### src/design/cau_pkg.sv
// Shared types, codes and constant tables of the complex arithmetic unit.
package cau_pkg;

	typedef enum logic [2:0] {
		CMD_ADD   = 3'd0,
		CMD_SUB   = 3'd1,
		CMD_MUL   = 3'd2,
		CMD_DIV   = 3'd3,
		CMD_MAG   = 3'd4,
		CMD_PHASE = 3'd5,
		CMD_EQ    = 3'd6
	} cmd_t;

	typedef enum logic [1:0] {
		ST_OK   = 2'd0,
		ST_ZERO = 2'd1,
		ST_SAT  = 2'd2
	} status_t;

	localparam int N_STEPS      = 32;
	localparam int CORDIC_STEPS = 30;
	localparam logic signed [33:0] PI_Q30 = 34'sd3373259426;

	typedef struct packed {
		logic [2:0]         command;
		logic signed [31:0] a_re;
		logic signed [31:0] a_im;
		logic signed [31:0] b_re;
		logic signed [31:0] b_im;
	} opnd_t;

	typedef struct packed {
		logic signed [31:0] res_re;
		logic signed [31:0] res_im;
		logic               equal_flag;
		logic [1:0]         status;
	} res_t;

	// Working state of one item as it moves down the iteration stages.
	typedef struct packed {
		logic [2:0]         cmd;
		logic [1:0]         st;
		logic               eq;
		logic               neg_re;
		logic               neg_im;
		logic               ovf_re;
		logic               ovf_im;
		logic [31:0]        q_re;
		logic [31:0]        q_im;
		logic [31:0]        lo_re;
		logic [31:0]        lo_im;
		logic [64:0]        acc_re;
		logic [64:0]        acc_im;
		logic [63:0]        den;
		logic signed [45:0] cx;
		logic signed [45:0] cy;
		logic signed [33:0] cz;
	} lane_t;

	// Saturate a sign and magnitude value to 32 bits; the top bit flags saturation.
	function automatic logic [32:0] sat_mag(input logic neg, input logic [63:0] mag);
		logic [32:0] r;
		if (!neg) begin
			if (mag > 64'h7FFF_FFFF) r = {1'b1, 32'h7FFF_FFFF};
			else r = {1'b0, mag[31:0]};
		end else begin
			if (mag > 64'h8000_0000) r = {1'b1, 32'h8000_0000};
			else r = {1'b0, ~mag[31:0] + 32'd1};
		end
		return r;
	endfunction

	// Arctangent of 2^-i in Q2.30.
	function automatic logic signed [33:0] atan_q30(input int idx);
		logic signed [33:0] r;
		case (idx)
			0: r = 34'sd843314856;
			1: r = 34'sd497837829;
			2: r = 34'sd263043836;
			3: r = 34'sd133525158;
			4: r = 34'sd67021686;
			5: r = 34'sd33543515;
			6: r = 34'sd16775850;
			7: r = 34'sd8388437;
			8: r = 34'sd4194282;
			9: r = 34'sd2097149;
			10: r = 34'sd1048575;
			11: r = 34'sd524287;
			12: r = 34'sd262143;
			13: r = 34'sd131071;
			14: r = 34'sd65535;
			15: r = 34'sd32767;
			16: r = 34'sd16383;
			17: r = 34'sd8191;
			18: r = 34'sd4095;
			19: r = 34'sd2047;
			20: r = 34'sd1023;
			21: r = 34'sd511;
			22: r = 34'sd255;
			23: r = 34'sd127;
			24: r = 34'sd63;
			25: r = 34'sd31;
			26: r = 34'sd15;
			27: r = 34'sd7;
			28: r = 34'sd3;
			29: r = 34'sd1;
			default: r = 34'sd0;
		endcase
		return r;
	endfunction

endpackage

### src/design/cau_step.sv
// One iteration stage: a divider step per part, a square root step, a CORDIC step.
module cau_step #(
	parameter int STEP = 0
) (
	input  logic           clk,
	input  logic           arst_n,
	input  logic           adv,
	input  logic           in_valid,
	input  cau_pkg::lane_t in_lane,
	output logic           out_valid,
	output cau_pkg::lane_t out_lane
);

	cau_pkg::lane_t nxt, lane_sn;
	logic valid_sn;
	logic [64:0] r2_re, r2_im, bit_v, trial;
	logic ge_re, ge_im;
	logic signed [45:0] dx, dy;
	logic signed [33:0] ang;

	always_comb begin
		nxt = in_lane;
		r2_re = {in_lane.acc_re[63:0], in_lane.lo_re[31]};
		r2_im = {in_lane.acc_im[63:0], in_lane.lo_im[31]};
		ge_re = r2_re >= {1'b0, in_lane.den};
		ge_im = r2_im >= {1'b0, in_lane.den};
		bit_v = 65'd1 << (62 - 2 * STEP);
		trial = in_lane.acc_im + bit_v;
		dx = in_lane.cy >>> STEP;
		dy = in_lane.cx >>> STEP;
		ang = cau_pkg::atan_q30(STEP);
		case (cau_pkg::cmd_t'(in_lane.cmd))
			cau_pkg::CMD_DIV: begin
				nxt.acc_re = ge_re ? r2_re - {1'b0, in_lane.den} : r2_re;
				nxt.acc_im = ge_im ? r2_im - {1'b0, in_lane.den} : r2_im;
				nxt.q_re = {in_lane.q_re[30:0], ge_re};
				nxt.q_im = {in_lane.q_im[30:0], ge_im};
				nxt.lo_re = in_lane.lo_re << 1;
				nxt.lo_im = in_lane.lo_im << 1;
			end
			cau_pkg::CMD_MAG: begin
				// Remainder in acc_re, root under construction in acc_im.
				if (in_lane.acc_re >= trial) begin
					nxt.acc_re = in_lane.acc_re - trial;
					nxt.acc_im = (in_lane.acc_im >> 1) + bit_v;
				end else begin
					nxt.acc_im = in_lane.acc_im >> 1;
				end
			end
			cau_pkg::CMD_PHASE: begin
				if (STEP < cau_pkg::CORDIC_STEPS) begin
					if (in_lane.cy < 46'sd0) begin
						nxt.cx = in_lane.cx - dx;
						nxt.cy = in_lane.cy + dy;
						nxt.cz = in_lane.cz - ang;
					end else begin
						nxt.cx = in_lane.cx + dx;
						nxt.cy = in_lane.cy - dy;
						nxt.cz = in_lane.cz + ang;
					end
				end
			end
			default: begin
			end
		endcase
	end

	always_ff @(posedge clk or negedge arst_n) begin
		if (!arst_n) valid_sn <= 1'b0;
		else if (adv) valid_sn <= in_valid;
	end

	always_ff @(posedge clk) begin
		if (adv) lane_sn <= nxt;
	end

	assign out_valid = valid_sn;
	assign out_lane = lane_sn;

endmodule

### config.mk
export PLATFORM = sky130hd
export DESIGN_NAME = cau_step
export DESIGN_NICKNAME = d
export VERILOG_FILES = /design/src/design/cau_pkg.sv /design/src/design/cau_step.sv
export SDC_FILE = /design/constraint.sdc
export NUM_CORES = 2
export LEC_CHECK = 0
export ABC_AREA = 0
export BUFFER_PORTS_ARGS = -buffer_cell sky130_fd_sc_hd__buf_4
export CAP_MARGIN = 20
export CORE_AREA = 2 2 354 356
export DETAILED_ROUTE_END_ITERATION = 16
export DIE_AREA = 0 0 356 358
export MAX_ROUTING_LAYER = met4
export SYNTH_ARGS = -nofsm -noshare
export SYNTH_HDL_FRONTEND = slang
export SYNTH_SLANG_ARGS = --single-unit
### constraint.sdc
create_clock -name clk -period 0.9 [get_ports clk]
set_clock_uncertainty 0.05 [all_clocks]
set_input_delay 0 -clock clk [delete_from_list [all_inputs] [get_ports clk]]
set_output_delay 0 -clock clk [all_outputs]
set_load 0.01 [all_outputs]
==> impl_metrics.yaml <==
synth:
  ys_warn_count: 0
  syn_inst: 4945
  ys_ff_latch: 459
  syn_area_um2: 41230
  synthDistinctLibCells: 99
  async_reset_ff_frac: 0.002179
  synth_flop_cell: "edfxtp_1"
  synth-seq-area-share: 0.3342
  synth_edf_count: 458
  syn-num-nets: 5773
  syn_avg_cell_area_um2: 8.338
detailed_routing:
  drc_errors: 0
  vias: 52690
  wl_per_cell_um: 24.96
  vias_per_cell: 5.421
  drt-total-wl_um: 242600
  firstDrtPassIters: 6
  ant_nets: 0
  first_iter_violations: 5165
cts:
  clk_latency_ns: 0.70
  cts_tree: "done"
  cts_inserted_buffers: 59
  cts.sinks: 459
  clk_pin_slew_ns: 0.06
  htree_num_levels: 2
  root_buffer: "clkbuf_16"
  clk_path_buf_depth: 3
die:
  dieArea_um2: 127400
  io_pins: 921
  rows: 129
  die_h_um: 358
  chipWidth_um: 356
  core_um2: 123300
  initial_utilization: 0.3343
setup_path:
  crit_required_ns: 1.30
  crit_path_end_kind: "register"
  startpoint_type: "primary input"
  arrival_ns: 3.23
  crit_type: "in2reg"
  path_max_fanout: 10
timing:
  fmax_mhz: 352.7
  finalSetupViolCount: 1294
  fin_crit_sh: 3.150
  drv_slew: 0
  finalSetupTns_ns: -796.21
  hold_viol: 29
  whs_ns: -0.3628
  tightest_slew_ns: 0.9598
  slew-limit-headroom: 0.3602
  grt_setup_unrepaired: "yes"
  fin_ws_ns: -1.935
  fin_crit_ns: 2.835
power_and_ir_drop:
  p_sw_frac: 0.3649
  peakVddDrop_mv: 1.722
  power_switching_w: 0.03505
  p_per_area_nw_per_um2: 1267
  seq_power_share: 0.284
  p_clk_frac: 0.245
  p_int_w: 0.06101
  p_leak_nw: 35.06
  power_w: 0.09605
  comb_power_share: 0.471
layout:
  area_growth_syn_to_layout_pct: 83.92
  layout-drive-gt1-share: 0.4329
  stdcell_count: 9719
  final_nets: 8842
  fillers: 10640
  final_core_utilization: 0.6149
global_routing:
  grt_max_degree: 127
  grt_pass1_wl_um: 340500
  grt_pass1_vias: 51630
  globalRouteOverflowTotal: 0
  grt_usage: 0.3690
  antenna_found_initial: 24
place:
  dp_cells: 8941
  gp_congestion: 1.068
  dpl.hpwl_um: 189500
  portBuffers: 920
hold_path:
  hold_class: "in2reg"
outcome:
  status: "finished with violations"
  violations: "negative hold slack, negative setup slack"
job:
  maxCapViolations: 0
per-stage QoR:
stage / setup slack [ns] / area (µm²)
final: -1.935 / 75830
after global routing: -1.982 / 75830
after CTS: -1.809 / 73650
after detailed placement: -2.953 / 64150
after global placement: -2.853 / 64150
after floorplan: -2.096 / 43290
placed cells by master, fill, tap and decap left out, types with 33 or more instances in the layout:
master and n:
nand4_1 75, edfxtp_1 458, o21ai_1 140, o21ai_2 55, buf_12 64, o21ai_0 243
inv_1 273, dlygate4sd3_1 526, a21o_1 188, o21bai_1 72, nor3_1 61, xnor2_1 188
a22oi_1 59, nand3_1 70, nand3_2 36, mux2i_1 37, a221o_1 44, clkbuf_16 65
xor2_1 90, o21a_1 33, buf_6 88, ha_4 102, ha_1 240, a21oi_2 68
a21oi_1 368, a31oi_1 35, nor2_1 282, nand2_1 706, buf_4 2550
registers in the layout, summed over array words and instances (netlist names):
signal / flops
out_lane: 458
out_valid: 1
worst paths after layout:
check	startpoint	to	slack, ns	cells past startpoint
max	in_lane[190]	out_lane[197]$_DFFE_PP_	-1.93	18
min	in_lane[34]	out_lane[34]$_DFFE_PP_	-0.36	4
max reg2reg	out_valid$_DFFE_PN0P_	out_valid$_DFFE_PN0P_	0.08	1
min reg2reg	out_valid$_DFFE_PN0P_	out_valid$_DFFE_PN0P_	0.50	1
max in group asynchronous	arst_n	out_valid$_DFFE_PN0P_	0.52	3
min in group asynchronous	arst_n	out_valid$_DFFE_PN0P_	0.16	3
power groups by stage:
stage / Combinational (W) / Sequential, W / Clock [W]
6_report: 0.0452 / 0.0273 / 0.0236
5_1_grt: 0.0477 / 0.0273 / 0.0245
4_1_cts: 0.0426 / 0.0272 / 0.0238
3_5_place_dp: 0.0388 / 0.0276 / 0
3_3_place_gp: 0.0387 / 0.0276 / 0
2_1_floorplan: 0.0163 / 0.0281 / 0
synthesized netlist by cell type, drive strengths merged, types with 33 or more instances:
master | number | share of area
a211oi | 43 | 0.0080
mux2i | 44 | 0.011
nand2b | 33 | 0.0050
a31oi | 44 | 0.0070
xnor2 | 192 | 0.041
ha | 359 | 0.11
a21o | 190 | 0.035
o21bai | 76 | 0.014
nor2b | 35 | 0.0053
o31ai | 33 | 0.0069
nand2 | 727 | 0.066
nand3 | 116 | 0.014
xor2 | 91 | 0.019
a22oi | 70 | 0.013
edfxtp | 458 | 0.33
a221o | 44 | 0.011
nand4 | 75 | 0.011
o21ai | 446 | 0.054
o21a | 37 | 0.0067
nor2 | 304 | 0.028
buf | 60 | 0.0064
inv | 334 | 0.030
nor3 | 71 | 0.0089
a21oi | 451 | 0.055
clkbuf | 202 | 0.018
area by class of cell:
type	count	area (µm²)	share of cell area
clock inverters	43	360.3	0.004752
clock buffers	65	1499	0.01977
diodes	21	52.55	0.0006930
multi-input cells	3890	29140	0.3843
well taps	1637	2048	0.02701
flip-flops and latches	459	13780	0.1817
repair buffers	3269	27500	0.3626
inverters	335	1450	0.01912
critical path, stage by stage:
cell and delay (ns):
buf_8 0.10, buf_12 0.12, ha_4 0.23, nor2b_4 0.13
o2111ai_2 0.22, nand4_1 0.22, a31oi_1 0.23, buf_4 0.20
o21ai_4 0.08, o211ai_1 0.25, buf_4 0.17, o211ai_1 0.15
a21oi_4 0.26, buf_12 0.19, buf_4 0.17, buf_6 0.15
mux2i_2 0.25, o21ai_1 0.09
routing by layer:
metal | track usage | up-vias | routed length, µm | share of wire
li1 | - | 24230 | - | -
met1 | 0.4394 | 25320 | 95740 | 0.39
met2 | 0.6016 | 2540 | 112900 | 0.47
met3 | 0.06173 | 601 | 18690 | 0.077
met4 | 0.1868 | 0 | 15250 | 0.063
met5 | - | - | 0 | 0
cells by family after synthesis:
group | count (synthesis) | share of synthesized area
simple gates | 1520 | 0.1655
fa+ha+maj | 366 | 0.1123
xor+xnor | 283 | 0.06012
compound gates | 1671 | 0.2605
flops | 459 | 0.3342
buf+inv | 597 | 0.05532
mux | 49 | 0.01205
repair_timing:
item,4_1_cts,5_1_grt
hold buffers,521,15
gates cloned,14,8
buffers inserted,67,57
pin swaps,154,240
setup endpoints to repair,708,1294
endpoints found under the hold margin,912,32
resized for setup,343,364
Power figures use the tool's default switching activity.
