File: src/design/cau_pkg.sv
// Shared types, codes and constant tables of the complex arithmetic unit.
package cau_pkg;

	typedef enum logic [2:0] {
		CMD_ADD   = 3'd0,
		CMD_SUB   = 3'd1,
		CMD_MUL   = 3'd2,
		CMD_DIV   = 3'd3,
		CMD_MAG   = 3'd4,
		CMD_PHASE = 3'd5,
		CMD_EQ    = 3'd6
	} cmd_t;

	typedef enum logic [1:0] {
		ST_OK   = 2'd0,
		ST_ZERO = 2'd1,
		ST_SAT  = 2'd2
	} status_t;

	localparam int N_STEPS      = 32;
	localparam int CORDIC_STEPS = 30;
	localparam logic signed [33:0] PI_Q30 = 34'sd3373259426;

	typedef struct packed {
		logic [2:0]         command;
		logic signed [31:0] a_re;
		logic signed [31:0] a_im;
		logic signed [31:0] b_re;
		logic signed [31:0] b_im;
	} opnd_t;

	typedef struct packed {
		logic signed [31:0] res_re;
		logic signed [31:0] res_im;
		logic               equal_flag;
		logic [1:0]         status;
	} res_t;

	// Working state of one item as it moves down the iteration stages.
	typedef struct packed {
		logic [2:0]         cmd;
		logic [1:0]         st;
		logic               eq;
		logic               neg_re;
		logic               neg_im;
		logic               ovf_re;
		logic               ovf_im;
		logic [31:0]        q_re;
		logic [31:0]        q_im;
		logic [31:0]        lo_re;
		logic [31:0]        lo_im;
		logic [64:0]        acc_re;
		logic [64:0]        acc_im;
		logic [63:0]        den;
		logic signed [45:0] cx;
		logic signed [45:0] cy;
		logic signed [33:0] cz;
	} lane_t;

	// Saturate a sign and magnitude value to 32 bits; the top bit flags saturation.
	function automatic logic [32:0] sat_mag(input logic neg, input logic [63:0] mag);
		logic [32:0] r;
		if (!neg) begin
			if (mag > 64'h7FFF_FFFF) r = {1'b1, 32'h7FFF_FFFF};
			else r = {1'b0, mag[31:0]};
		end else begin
			if (mag > 64'h8000_0000) r = {1'b1, 32'h8000_0000};
			else r = {1'b0, ~mag[31:0] + 32'd1};
		end
		return r;
	endfunction

	// Arctangent of 2^-i in Q2.30.
	function automatic logic signed [33:0] atan_q30(input int idx);
		logic signed [33:0] r;
		case (idx)
			0: r = 34'sd843314856;
			1: r = 34'sd497837829;
			2: r = 34'sd263043836;
			3: r = 34'sd133525158;
			4: r = 34'sd67021686;
			5: r = 34'sd33543515;
			6: r = 34'sd16775850;
			7: r = 34'sd8388437;
			8: r = 34'sd4194282;
			9: r = 34'sd2097149;
			10: r = 34'sd1048575;
			11: r = 34'sd524287;
			12: r = 34'sd262143;
			13: r = 34'sd131071;
			14: r = 34'sd65535;
			15: r = 34'sd32767;
			16: r = 34'sd16383;
			17: r = 34'sd8191;
			18: r = 34'sd4095;
			19: r = 34'sd2047;
			20: r = 34'sd1023;
			21: r = 34'sd511;
			22: r = 34'sd255;
			23: r = 34'sd127;
			24: r = 34'sd63;
			25: r = 34'sd31;
			26: r = 34'sd15;
			27: r = 34'sd7;
			28: r = 34'sd3;
			29: r = 34'sd1;
			default: r = 34'sd0;
		endcase
		return r;
	endfunction

endpackage

File: src/design/cau_post.sv
// Final stage: quotient and root saturation, phase rounding, output register.
module cau_post #(
	parameter int FRAC_BITS = 16
) (
	input  logic           clk,
	input  logic           arst_n,
	input  logic           adv,
	input  logic           in_valid,
	input  cau_pkg::lane_t in_lane,
	output logic           out_valid,
	output cau_pkg::res_t  out_res
);

	cau_pkg::res_t r, res_s;
	logic valid_s;
	logic ov;
	logic [32:0] sr, si;
	logic signed [33:0] zr, zs;

	always_comb begin
		r = '0;
		ov = 1'b0;
		sr = cau_pkg::sat_mag(in_lane.neg_re, {32'd0, in_lane.q_re});
		si = cau_pkg::sat_mag(in_lane.neg_im, {32'd0, in_lane.q_im});
		zr = in_lane.cz + (34'sd1 <<< (29 - FRAC_BITS));
		zs = zr >>> (30 - FRAC_BITS);
		r.status = in_lane.st;
		case (cau_pkg::cmd_t'(in_lane.cmd))
			cau_pkg::CMD_ADD, cau_pkg::CMD_SUB, cau_pkg::CMD_MUL: begin
				r.res_re = in_lane.q_re;
				r.res_im = in_lane.q_im;
				ov = in_lane.ovf_re | in_lane.ovf_im;
			end
			cau_pkg::CMD_DIV: begin
				if (in_lane.st == cau_pkg::ST_OK) begin
					// A quotient that is 2^32 or more saturates whatever its low bits.
					if (in_lane.ovf_re) r.res_re = in_lane.neg_re ? 32'h8000_0000 : 32'h7FFF_FFFF;
					else r.res_re = sr[31:0];
					if (in_lane.ovf_im) r.res_im = in_lane.neg_im ? 32'h8000_0000 : 32'h7FFF_FFFF;
					else r.res_im = si[31:0];
					ov = in_lane.ovf_re | in_lane.ovf_im | sr[32] | si[32];
				end
			end
			cau_pkg::CMD_MAG: begin
				sr = cau_pkg::sat_mag(1'b0, in_lane.acc_im[63:0]);
				r.res_re = sr[31:0];
				ov = sr[32];
			end
			cau_pkg::CMD_PHASE: begin
				if (in_lane.st == cau_pkg::ST_OK) r.res_re = zs[31:0];
			end
			cau_pkg::CMD_EQ: begin
				r.equal_flag = in_lane.eq;
			end
			default: begin
				r.status = cau_pkg::ST_OK;
			end
		endcase
		if (ov) r.status = cau_pkg::ST_SAT;
	end

	always_ff @(posedge clk or negedge arst_n) begin
		if (!arst_n) valid_s <= 1'b0;
		else if (adv) valid_s <= in_valid;
	end

	always_ff @(posedge clk) begin
		if (adv) res_s <= r;
	end

	assign out_valid = valid_s;
	assign out_res = res_s;

endmodule

File: config.mk
export PLATFORM = sky130hd
export DESIGN_NAME = cau_post
export DESIGN_NICKNAME = d
export VERILOG_FILES = /design/src/design/cau_pkg.sv /design/src/design/cau_post.sv
export SDC_FILE = /design/constraint.sdc
export NUM_CORES = 1
export LEC_CHECK = 0
export ABC_AREA = 0
export BUFFER_PORTS_ARGS = -buffer_cell sky130_fd_sc_hd__buf_4
export CAP_MARGIN = 40
export CORE_AREA = 3 3 205 207
export CTS_CLUSTER_SIZE = 12
export DETAILED_ROUTE_END_ITERATION = 8
export DIE_AREA = 0 0 208 210
export PLACE_DENSITY = 0.42
export SYNTH_ARGS = -nofsm -noshare
export SYNTH_HDL_FRONTEND = slang
export SYNTH_SLANG_ARGS = --single-unit
File: constraint.sdc
create_clock -name clk -period 1.7 [get_ports clk]
set_input_delay 0.17 -clock clk [delete_from_list [all_inputs] [get_ports clk]]
set_output_delay 0.17 -clock clk [all_outputs]
set_load 0.1 [all_outputs]
==> impl_metrics.json <==
{
  "clockBufferDepth": 2,
  "fmaxAchievable_ghz": 0.443,
  "hold_viol_final": 0,
  "worstPathArrival_ns": 2.48,
  "violations": "negative setup slack",
  "grtUsageTotal_pct": 14.0,
  "holdPathStages": 2,
  "first_global_vias": 7640,
  "max_slew_margin_pct": 70.8,
  "ys_types": 68,
  "period_needed_ns": 2.25,
  "fin_nets": 1586,
  "gp_congestion": 0.861,
  "critPathCaptureType": "flop",
  "antenna_found_initial": 3,
  "setup_violations": 60,
  "n_antenna_cell": 0,
  "p_leak_nw": 4.41,
  "avgSynthCellArea_um2": 8.32,
  "fin_skew_ns": 0,
  "dr.pass1.iters": 5,
  "cts_made_buffers": 9,
  "utilization_pct": 26.5,
  "run_status": "complete, but fails checks",
  "ys.flop_type": "edfxtp_1",
  "required_ns": 1.92,
  "port_buffers": 230,
  "postRouteAntennaNets": 0,
  "clkLatencyLatePin_ns": 0.35,
  "syn_area_um2": 5530,
  "area_growth_pct": 94.0,
  "syn_inst": 665,
  "async_reset_ff_share_pct": 1.47,
  "fin_ws_ns": -0.555,
  "remaining_drc_errors": 0,
  "routedWlPerCell_um": 19.2,
  "cts_root_buf": "clkbuf_16",
  "worstSetupPathType": "input pin to flop",
  "ys_warn_count": 0,
  "die_area_um2": 43700,
  "io_pins": 530,
  "hold_class": "input pin to flop",
  "cap_violations": 0,
  "clk_pin_slew_ns": 0.07,
  "post_route_cells_drive_above_1_share_pct": 52.0,
  "min_period_over_period_pct": 133,
  "power_density_nw_per_um2": 648,
  "vdd_drop_max_uv": 500,
  "ys_seq_area_share_pct": 36.8,
  "num_vias": 7346,
  "cts.sinks": 68,
  "rows": 74,
  "synth_seq_cells": 68,
  "cts_tree": "yes",
  "grt_max_degree": 26,
  "worst_slew_pin_slew_ns": 0.432,
  "drt_iter0_markers": 411,
  "tns_ns": -21.46,
  "rsz0062_at_grt": "true",
  "path_max_fanout": 7,
  "post-dp-hpwl_um": 25800,
  "grt_remaining_overflow": 0,
  "syn-num-nets": 1130,
  "die_w_um": 208,
  "drt_wl_total_um": 31900,
  "start_kind": "input pin",
  "slew_viol_final": 0,
  "htreeDepth": 3,
  "synth_edf_count": 67,
  "via_per_inst": 4.43,
  "worstRegToRegCells": 1,
  "initial_core_util_pct": 13.6,
  "core_um2": 40600,
  "grt_pass1_wl_um": 46700,
  "chipHeight_um": 210
}
cell usage in the layout, fill, tap and decap left out, types with 14 or more instances in the layout:
master / synthesis / layout
edfxtp_1: 67 / 67
buf_4: 1 / 442
buf_6: 2 / 22
nor2_1: 46 / 43
a21oi_1: 37 / 34
xnor2_1: 17 / 16
xor2_1: 17 / 16
nor3_1: 27 / 22
o21ai_0: 59 / 45
o211ai_1: 17 / 17
nor4_1: 28 / 17
o21ai_1: 1 / 14
nand3_1: 46 / 39
nand2_1: 72 / 64
cell type report:
class	instances	area (um2)
fillers	4414	29800
repair buffers	480	3880
multi-input cells	547	3780
flip-flops and latches	68	2040
well taps	532	666
clock buffers	9	225
clock inverters	7	81.3
inverters	15	58.8
report_power, final:
group | internal [W] | total (W) | switching (W) | leakage [nW]
Combinational | 0.000940 | 0.00281 | 0.00187 | 3.60
Sequential | 0.00203 | 0.00210 | 0.0000716 | 0.659
Clock | 0.00116 | 0.00204 | 0.000882 | 0.147
Total | 0.00413 | 0.00695 | 0.00282 | 4.41
metal layers:
layer	GRT usage (%)	wire (um)	up-vias
met2	24.0	15300	276
met4	4.02	846	6
li1	-	-	3494
met1	17.1	13200	3522
met5	0	47	-
met3	4.35	2440	48
final timing paths:
kind | slack [ns] | startpoint | endpoint
setup / recovery | -0.55 | in_lane[399] | out_res[28]
hold / removal | 0.06 | in_valid | out_valid
setup reg to reg | 0.95 | out_valid | out_valid
hold reg to reg | 0.53 | out_valid | out_valid
max in group asynchronous | 1.47 | arst_n | out_valid
min in group asynchronous | 0.15 | arst_n | out_valid
sequential cells by signal, summed over array words and instances (netlist names):
| register | count |
|---|---|
| out_valid | 1 |
| out_res | 67 |
logic make-up after synthesis:
| group | after synthesis | share of synthesized area (%) |
|---|---|---|
| and+or+nand+nor | 315 | 29.8 |
| AOI/OAI and AO/OA | 190 | 22.7 |
| DFF | 68 | 36.8 |
| buffers and inverters | 51 | 3.82 |
| xor gates and xnor gates | 34 | 5.38 |
| muxes | 4 | 0.747 |
| adders and majority gates | 3 | 0.679 |
what timing repair did:
item	CTS	global route
buffers inserted	11	5
gates cloned	3	0
setup endpoints to repair	65	66
gates resized for setup	69	41
pin swaps	30	29
endpoints found under the hold margin	1	0
hold buffers	1	0
metrics by stage:
step	cell area, um2	hold WS (ns)	power (W)	cells	worst slack (ns)
2_1_floorplan	5690	-0.126	0.00364	665	-0.880
3_3_place_gp	9800	-0.0526	0.00487	1626	-1.00
3_5_place_dp	9800	-0.0518	0.00487	1626	-1.01
4_1_cts	10600	0.0376	0.00699	1656	-0.502
5_1_grt	10700	0.0475	0.00721	1658	-0.583
6_report	10700	0.0561	0.00695	1658	-0.555
worst max-delay path, stage by stage:
cell and delay [ns]:
buf_6 0.09, or4_4 0.53, or3_4 0.36, or4_4 0.63
a21o_4 0.27, or3_1 0.35, nand3_1 0.08
Yosys cell counts (3+ instances only):
| cell type | instances | area share, % |
|---|---|---|
| nand2_1 | 72 | 4.9 |
| edfxtp_1 | 67 | 36 |
| o21ai_0 | 59 | 5.3 |
| nand3_1 | 46 | 4.2 |
| nor2_1 | 46 | 3.1 |
| a21oi_1 | 37 | 3.3 |
| clkbuf_1 | 31 | 2.1 |
| nor4_1 | 28 | 3.2 |
| nor3_1 | 27 | 2.4 |
| o211ai_1 | 17 | 2.3 |
| xnor2_1 | 17 | 2.7 |
| xor2_1 | 17 | 2.7 |
| inv_1 | 15 | 1.0 |
| or3_1 | 14 | 1.6 |
| or4_1 | 13 | 1.8 |
| and3_1 | 12 | 1.4 |
| nand4_1 | 12 | 1.4 |
| a211o_1 | 10 | 1.6 |
| a22oi_1 | 8 | 1.1 |
| nor2b_1 | 8 | 0.91 |
| or2_2 | 8 | 0.91 |
| nand2b_1 | 6 | 0.68 |
| nand4b_1 | 6 | 0.95 |
| o21a_1 | 5 | 0.68 |
| o311ai_0 | 5 | 0.79 |
| a21o_1 | 4 | 0.54 |
| a311o_1 | 4 | 0.72 |
| a31oi_1 | 4 | 0.45 |
| nor3b_1 | 4 | 0.54 |
| o31ai_1 | 4 | 0.54 |
| a211oi_1 | 3 | 0.41 |
| a221o_1 | 3 | 0.54 |
| ha_1 | 3 | 0.68 |
| mux2i_1 | 3 | 0.54 |
| nand3b_1 | 3 | 0.41 |
| nor4b_1 | 3 | 0.48 |
| o22ai_1 | 3 | 0.34 |
| o31a_1 | 3 | 0.48 |
Power figures use the tool's default switching activity.
